**src/rtl/core/ipv4_ddp_pkg.sv**
```systemverilog
// Shared types and constants for the dotted-decimal IPv4 parser.
`default_nettype none

package ipv4_ddp_pkg;

  localparam logic [7:0] CharEnd   = 8'h00;
  localparam logic [7:0] CharDot   = 8'h2E;
  localparam logic [7:0] CharZero  = 8'h30;
  localparam logic [7:0] CharNine  = 8'h39;

  localparam int unsigned GroupW   = 9;
  localparam logic [GroupW-1:0] GroupMax = 9'd255;
  localparam logic [GroupW-1:0] GroupSat = 9'd256;
  localparam logic [1:0] MaxDots  = 2'd3;

  localparam int unsigned QueueDepth = 2;
  localparam int unsigned QueuePtrW  = $clog2(QueueDepth);
  localparam int unsigned QueueCntW  = $clog2(QueueDepth + 1);

  typedef enum logic [1:0] {
    CLS_DIGIT = 2'd0,
    CLS_DOT   = 2'd1,
    CLS_END   = 2'd2,
    CLS_OTHER = 2'd3
  } char_cls_e;

  typedef struct packed {
    char_cls_e  cls;
    logic [3:0] digit;
  } char_item_t;

  typedef struct packed {
    logic full;
    logic empty;
  } queue_status_t;

endpackage

`default_nettype wire

```
**src/rtl/core/ipv4_ddp_front.sv**
```systemverilog
// Front end: accepts characters and registers their class and digit value.
`default_nettype none

module ipv4_ddp_front
  import ipv4_ddp_pkg::*;
(
  input  wire logic       clk_i,
  input  wire logic       rst_ni,
  input  wire logic       in_valid_i,
  output      logic       in_ready_o,
  input  wire logic [7:0] character_i,
  output      logic       item_valid_o,
  input  wire logic       item_ready_i,
  output      char_item_t item_o
);

  logic       valid_q, valid_d;
  char_item_t item_q, item_d;
  logic       take;
  logic [7:0] digit_off;

  assign in_ready_o = !valid_q || item_ready_i;
  assign take       = in_valid_i && in_ready_o;
  assign digit_off  = character_i - CharZero;

  always_comb begin
    item_d.digit = digit_off[3:0];
    priority if (character_i == CharEnd) begin
      item_d.cls = CLS_END;
    end else if (character_i == CharDot) begin
      item_d.cls = CLS_DOT;
    end else if (character_i >= CharZero && character_i <= CharNine) begin
      item_d.cls = CLS_DIGIT;
    end else begin
      item_d.cls = CLS_OTHER;
    end
  end

  always_comb begin
    valid_d = valid_q;
    if (take) begin
      valid_d = 1'b1;
    end else if (item_ready_i) begin
      valid_d = 1'b0;
    end
  end

  always_ff @(posedge clk_i or negedge rst_ni) begin
    if (!rst_ni) begin
      valid_q <= 1'b0;
    end else begin
      valid_q <= valid_d;
    end
  end

  always_ff @(posedge clk_i) begin
    if (take) begin
      item_q <= item_d;
    end
  end

  assign item_valid_o = valid_q;
  assign item_o       = item_q;

endmodule

`default_nettype wire

```
**src/rtl/core/ipv4_ddp_queue.sv**
```systemverilog
// Short queue of classified characters between front and back end.
`default_nettype none

module ipv4_ddp_queue
  import ipv4_ddp_pkg::*;
(
  input  wire logic    clk_i,
  input  wire logic    rst_ni,
  input  wire logic    push_valid_i,
  output      logic    push_ready_o,
  input  wire char_item_t push_item_i,
  output      logic    pop_valid_o,
  input  wire logic    pop_ready_i,
  output      char_item_t pop_item_o,
  output      queue_status_t status_o
);

  char_item_t           mem_q [QueueDepth];
  logic [QueuePtrW-1:0] wr_ptr_q, wr_ptr_d;
  logic [QueuePtrW-1:0] rd_ptr_q, rd_ptr_d;
  logic [QueueCntW-1:0] count_q, count_d;
  logic                 push, pop;

  assign status_o.full  = (count_q == QueueCntW'(QueueDepth));
  assign status_o.empty = (count_q == '0);
  assign push_ready_o   = !status_o.full;
  assign pop_valid_o    = !status_o.empty;
  assign push           = push_valid_i && push_ready_o;
  assign pop            = pop_valid_o && pop_ready_i;
  assign pop_item_o     = mem_q[rd_ptr_q];

  always_comb begin
    wr_ptr_d = wr_ptr_q;
    rd_ptr_d = rd_ptr_q;
    count_d  = count_q;
    if (push) begin
      wr_ptr_d = (wr_ptr_q == QueuePtrW'(QueueDepth - 1)) ? '0 : wr_ptr_q + 1'b1;
    end
    if (pop) begin
      rd_ptr_d = (rd_ptr_q == QueuePtrW'(QueueDepth - 1)) ? '0 : rd_ptr_q + 1'b1;
    end
    if (push && !pop) begin
      count_d = count_q + 1'b1;
    end else if (pop && !push) begin
      count_d = count_q - 1'b1;
    end
  end

  always_ff @(posedge clk_i or negedge rst_ni) begin
    if (!rst_ni) begin
      wr_ptr_q <= '0;
      rd_ptr_q <= '0;
      count_q  <= '0;
    end else begin
      wr_ptr_q <= wr_ptr_d;
      rd_ptr_q <= rd_ptr_d;
      count_q  <= count_d;
    end
  end

  always_ff @(posedge clk_i) begin
    if (push) begin
      mem_q[wr_ptr_q] <= push_item_i;
    end
  end

endmodule

`default_nettype wire

```
**src/rtl/core/ipv4_ddp_back.sv**
```systemverilog
// Back end: group accumulation, dot handling and the result register.
`default_nettype none

module ipv4_ddp_back
  import ipv4_ddp_pkg::*;
(
  input  wire logic        clk_i,
  input  wire logic        rst_ni,
  input  wire logic        item_valid_i,
  output      logic        item_ready_o,
  input  wire char_item_t  item_i,
  output      logic        out_valid_o,
  input  wire logic        out_ready_i,
  output      logic        valid_res_o,
  output      logic [31:0] address_o
);

  logic [GroupW-1:0] group_q, group_d;
  logic [23:0]       addr_q, addr_d;
  logic [1:0]        dots_q, dots_d;
  logic              err_q, err_d;
  logic              out_valid_q, out_valid_d;
  logic              res_q, res_d;
  logic [31:0]       address_q, address_d;
  logic              pop;
  logic [11:0]       group_x10;
  logic [11:0]       group_new;
  logic [31:0]       final_addr;
  logic              final_ok;

  assign item_ready_o = (item_i.cls != CLS_END) || !out_valid_q || out_ready_i;
  assign pop          = item_valid_i && item_ready_o;

  // group*10 as shifts; the group never exceeds 256 so 12 bits suffice
  assign group_x10 = {group_q, 3'b000} + {2'b00, group_q, 1'b0};
  assign group_new = group_x10 + {8'd0, item_i.digit};

  assign final_ok = !err_q && (group_q <= GroupMax);

  always_comb begin
    unique case (dots_q)
      2'd0:    final_addr = {group_q[7:0], 24'd0};
      2'd1:    final_addr = {addr_q[7:0], group_q[7:0], 16'd0};
      2'd2:    final_addr = {addr_q[15:0], group_q[7:0], 8'd0};
      default: final_addr = {addr_q[23:0], group_q[7:0]};
    endcase
  end

  always_comb begin
    group_d     = group_q;
    addr_d      = addr_q;
    dots_d      = dots_q;
    err_d       = err_q;
    out_valid_d = out_valid_q && !out_ready_i;
    res_d       = res_q;
    address_d   = address_q;
    if (pop) begin
      if (item_i.cls == CLS_END) begin
        out_valid_d = 1'b1;
        res_d       = final_ok;
        address_d   = final_ok ? final_addr : 32'd0;
        group_d     = '0;
        addr_d      = '0;
        dots_d      = '0;
        err_d       = 1'b0;
      end else if (!err_q) begin
        unique case (item_i.cls)
          CLS_DIGIT: begin
            group_d = (group_new > {3'd0, GroupSat}) ? GroupSat : group_new[GroupW-1:0];
          end
          CLS_DOT: begin
            if (dots_q == MaxDots || group_q > GroupMax) begin
              err_d = 1'b1;
            end else begin
              addr_d  = {addr_q[15:0], group_q[7:0]};
              group_d = '0;
              dots_d  = dots_q + 2'd1;
            end
          end
          default: err_d = 1'b1;
        endcase
      end
    end
  end

  always_ff @(posedge clk_i or negedge rst_ni) begin
    if (!rst_ni) begin
      group_q     <= '0;
      addr_q      <= '0;
      dots_q      <= '0;
      err_q       <= 1'b0;
      out_valid_q <= 1'b0;
    end else begin
      group_q     <= group_d;
      addr_q      <= addr_d;
      dots_q      <= dots_d;
      err_q       <= err_d;
      out_valid_q <= out_valid_d;
    end
  end

  always_ff @(posedge clk_i) begin
    res_q     <= res_d;
    address_q <= address_d;
  end

  assign out_valid_o = out_valid_q;
  assign valid_res_o = res_q;
  assign address_o   = address_q;

endmodule

`default_nettype wire

```
**src/rtl/core/ipv4_dotted_decimal_parser.sv**
```systemverilog
// A terminator's result passes through the front register, the queue and the result register;
// other characters give no result.
// Throughput: one character per cycle, except while a terminator waits for a result to be taken.
// The result register lets a new character other than a terminator in while a result waits to be taken.
// Reset (rst_ni low, asynchronous) empties front register, queue and result, clears parser state.
`default_nettype none

module ipv4_dotted_decimal_parser
  import ipv4_ddp_pkg::*;
(
  input  wire logic        clk_i,
  input  wire logic        rst_ni,
  input  wire logic        in_valid_i,
  output      logic        in_ready_o,
  input  wire logic [7:0]  character_i,
  output      logic        out_valid_o,
  input  wire logic        out_ready_i,
  output      logic        valid_res_o,
  output      logic [31:0] address_o
);

  logic          fr_valid, fr_ready;
  char_item_t    fr_item;
  logic          bk_valid, bk_ready;
  char_item_t    bk_item;
  queue_status_t q_status;

  ipv4_ddp_front u_front (
    .clk_i        (clk_i),
    .rst_ni       (rst_ni),
    .in_valid_i   (in_valid_i),
    .in_ready_o   (in_ready_o),
    .character_i  (character_i),
    .item_valid_o (fr_valid),
    .item_ready_i (fr_ready),
    .item_o       (fr_item)
  );

  ipv4_ddp_queue u_queue (
    .clk_i        (clk_i),
    .rst_ni       (rst_ni),
    .push_valid_i (fr_valid),
    .push_ready_o (fr_ready),
    .push_item_i  (fr_item),
    .pop_valid_o  (bk_valid),
    .pop_ready_i  (bk_ready),
    .pop_item_o   (bk_item),
    .status_o     (q_status)
  );

  ipv4_ddp_back u_back (
    .clk_i        (clk_i),
    .rst_ni       (rst_ni),
    .item_valid_i (bk_valid),
    .item_ready_o (bk_ready),
    .item_i       (bk_item),
    .out_valid_o  (out_valid_o),
    .out_ready_i  (out_ready_i),
    .valid_res_o  (valid_res_o),
    .address_o    (address_o)
  );

  // an invalid string always reports address zero
  assert property (@(posedge clk_i) disable iff (!rst_ni)
    (out_valid_o && !valid_res_o) |-> (address_o == 32'd0))
    else $error("invalid result with non-zero address");

  assert property (@(posedge clk_i) disable iff (!rst_ni)
    !(q_status.full && q_status.empty))
    else $error("queue both full and empty");

  // back end must never see an item while the queue is empty
  assert property (@(posedge clk_i) disable iff (!rst_ni)
    q_status.empty |-> !bk_valid)
    else $error("back end offered an item from an empty queue");

  // a full queue holds the front register's item back
  assert property (@(posedge clk_i) disable iff (!rst_ni)
    (q_status.full && fr_valid) |=> fr_valid)
    else $error("front item lost while queue full");

endmodule

`default_nettype wire
```
**config.mk**
```make
export PLATFORM = sky130hd
export DESIGN_NAME = ipv4_dotted_decimal_parser
export DESIGN_NICKNAME = d
export VERILOG_FILES = /design/src/rtl/core/ipv4_ddp_pkg.sv /design/src/rtl/core/ipv4_ddp_front.sv /design/src/rtl/core/ipv4_ddp_queue.sv /design/src/rtl/core/ipv4_ddp_back.sv /design/src/rtl/core/ipv4_dotted_decimal_parser.sv
export SDC_FILE = /design/constraint.sdc
export NUM_CORES = 1
export LEC_CHECK = 0
export BUFFER_PORTS_ARGS = -buffer_cell sky130_fd_sc_hd__buf_2
export CAP_MARGIN = 0
export CORE_UTILIZATION = 25
export CTS_BUF_LIST = sky130_fd_sc_hd__clkbuf_4
export CTS_CLUSTER_SIZE = 12
export DETAILED_ROUTE_END_ITERATION = 6
export GPL_ROUTABILITY_DRIVEN = 1
export GPL_TIMING_DRIVEN = 0
export HOLD_SLACK_MARGIN = 0.08
export SYNTH_ARGS = -nofsm -noshare
export SYNTH_HDL_FRONTEND = slang
export SYNTH_SLANG_ARGS = --single-unit
```
**constraint.sdc**
```tcl
create_clock -name clk_i -period 7.85 [get_ports clk_i]
set_clock_uncertainty 0.1 [all_clocks]
set_input_delay 1.57 -clock clk_i [delete_from_list [all_inputs] [get_ports clk_i]]
set_output_delay 1.57 -clock clk_i [all_outputs]
set_load 0.05 [all_outputs]
```
==> results.cfg <==
[synth]
synth_nets = 484
synth_cell_type_count = 48
ys_async_sr_fraction = 0.4516
avgSynthCellArea_um2 = 10.75
yosysTopAreaCell = edfxtp_1
syn_area_mm2 = 0.004782
yosysSeqAreaShare = 0.5400
ys_warn_count = 0
synthCells = 445
synth_seq_cells = 93
ys_top_cells_by_area = edfxtp_1 (32%), dfrtp_1 (22%), ha_1 (6.5%), nor2_1 (4.9%), nand2_1 (3.5%)
synth_edf_count = 51
synth_top_area_frac = 0.3203
synth_ff_type = edfxtp_1

[timing]
fmax_mhz = 292.4
fin_crit_ps = 3420
fin_setup_tns_ps = 0
drv_slew = 0
rsz0062_at_grt = no
tightest_slew_ps = 977.3
min_period_over_period = 0.4357
setup_viol = 0
hold_viol = 0
slew_headroom = 0.3485

[floorplanning]
boundaryPins = 47
die_h_um = 140.3
initial_core_util = 0.2557
die_area_mm2 = 0.01969
die_w_um = 140.3
rows = 50
core_area_mm2 = 0.01871

[cts]
clk_latency_ps = 470
clock_sinks = 93
max-clock-path-buffers = 2
cts_tree = yes
cts_resized = 0
cts_root_buffer = clkbuf_4
cts_hold_buf = 0
h-tree-depth = 3
cts_inserted_buffers = 9
clk_pin_slew_ps = 160
post_cts_buffers = 0

[route]
drt_wl_total_mm = 10.34
drtAntennaViolNets = 0
viasPerCell = 4.664
routedWlPerCell_um = 13.96
vias = 3456
first_pass_iters = 6
drc = 0
drt_first_iter_violations = 215

[power_and_ir_drop]
p_leak_uw = 0.002254
p_total_uw = 2021
peakVddDrop_v = 0.0001351
switching_share = 0.4751
power.internal_uw = 1061
p_per_area_mw_per_mm2 = 370.9
p_clk_frac = 0.129
combPwrFrac = 0.481
power_switching_uw = 960.1
p_seq_frac = 0.390

[global_routing]
grt_pass1_vias = 3337
grt_overflow = 0
track_usage = 0.1098
grt_max_degree = 43
grt_first_pass_wirelength_mm = 17.02
antenna_found_initial = 0

[cells_and_area]
layout-drive-gt1-share = 0.1598
syn2layout_area_growth_pct = 13.92
final_nets = 541
antennaDiodeCount = 0
final_cell_mix = nor2_1 (62), edfxtp_1 (51), buf_2 (46)
final_common_cell = nor2_1

[status]
outcome = complete, no violations

[critical_path]
crit_path_top_delay_cell = fa_1
cp_max_fo = 7
path_buf_inv = 2
critical-path-max-stage-delay_ps = 620
cp-start-kind = register
worst-setup-path-type = register to register
cp_top_family = compound AO/OA/AOI/OAI gates
endpoint_kind = register
arrival_ps = 3670
cp.required_ps = 8100
cp_common_cell = inv_1
worstPathCellList = inv_1 > fa_1 > inv_1 > ha_1 > a211oi_2 > o21ai_1 > a221oi_2 > xnor2_1 > or2_4 > o41ai_2

[worst_hold_path]
hold_path.class = register to register

[flow_run]
maxCapViolations = 0

[placement]
dp_hpwl_mm = 7.423
place.gp.congestion = 0.8669
port_buffers = 46
-- cell usage after synthesis, types with 4 or more instances --
| master | n |
|---|---|
| dfrtp_1 | 42 |
| a21o_1 | 4 |
| a22oi_1 | 8 |
| o41ai_2 | 5 |
| ha_1 | 25 |
| inv_1 | 16 |
| nand2b_1 | 27 |
| xnor2_1 | 5 |
| nor2_1 | 62 |
| a222oi_1 | 8 |
| nand2_1 | 45 |
| mux2i_1 | 4 |
| and3_1 | 9 |
| edfxtp_1 | 51 |
| a21oi_1 | 29 |
| xor2_1 | 6 |
| o21ai_0 | 26 |
| nor3_1 | 4 |
| clkbuf_1 | 21 |
-- cell families after synthesis --
group	Yosys count	synth area share
flops	93	0.5400
compound gates	103	0.1588
simple gates	165	0.1596
fa+ha+maj	27	0.07378
buf+inv	40	0.03454
mux	6	0.01308
xor+xnor	11	0.02015
-- routing by layer --
layer,global-route usage,routed length (um),up-vias
met2,0.1763,4705,103
met5,0,0,-
li1,-,-,1710
met4,0.03412,178,0
met3,0.02564,485,14
met1,0.1461,4973,1629
-- worst register-to-register path, stage by stage (launching register included) --
cell and delay, ps:
dfrtp_1 580, inv_1 140, fa_1 620, inv_1 60
ha_1 290, a211oi_2 280, o21ai_1 190, a221oi_2 280
xnor2_1 130, or2_4 310, o41ai_2 330
-- path summary, 6_finish.rpt --
check | from | to | slack, ps | cells past startpoint
setup / recovery | u_back.group_q[0]$_DFFE_PN0P_ | u_back.group_q[4]$_DFFE_PN0P_ | 4430 | 10
hold / removal | u_front.item_o[1]$_DFFE_PP_ | u_queue.mem_q[1][1]$_DFFE_PP_ | 370 | 0
setup reg to reg | u_back.group_q[0]$_DFFE_PN0P_ | u_back.group_q[4]$_DFFE_PN0P_ | 4430 | 10
hold reg to reg | u_front.item_o[1]$_DFFE_PP_ | u_queue.mem_q[1][1]$_DFFE_PP_ | 370 | 0
max in group asynchronous | rst_ni | u_back.group_q[4]$_DFFE_PN0P_ | 5880 | 1
min in group asynchronous | rst_ni | u_back.addr_q[4]$_DFFE_PN0P_ | 1130 | 1
-- per-stage QoR --
step | cells | setup WS, ps | hold slack [ps] | area, um2 | util
detailed placement | 725 | 4451 | 336.0 | 5306 | 0.2837
global route | 741 | 4214 | 382.4 | 5448 | 0.2912
CTS | 741 | 4410 | 369.9 | 5448 | 0.2912
floorplan | 445 | 4625 | 321.5 | 4782 | -
global placement | 725 | 4032 | 323.6 | 5305 | 0.2836
finish | 741 | 4430 | 368.0 | 5448 | 0.2912
-- final cells by class --
type | count | area [um2]
Inverter | 16 | 60.06
Clock inverter | 7 | 73.82
Tap cell | 234 | 292.8
Multi-Input combinational cell | 312 | 2036
Timing Repair Buffer | 46 | 230.2
Buffer | 24 | 105.1
Clock buffer | 9 | 67.56
Fill cell | 1920 | 13260
Sequential cell | 93 | 2582
-- sequential cells by signal, summed over array words and instances, names as in the netlist, 2 cells and up --
name and cells:
u_back.addr_q 24, u_back.group_q 9, u_queue.count_q 2, u_back.address_o 32
u_queue.mem_q 12, u_front.item_o 6, u_back.dots_q 2
-- power by group through the flow --
stage / clock, uW / sequential [uW] / combinational (uW)
global placement: 0 / 797 / 970
CTS: 270 / 787 / 982
finish: 261 / 788 / 972
floorplan: 0 / 920 / 606
global route: 288 / 805 / 1080
detailed placement: 0 / 799 / 976
(Power assumes the default switching activity.)
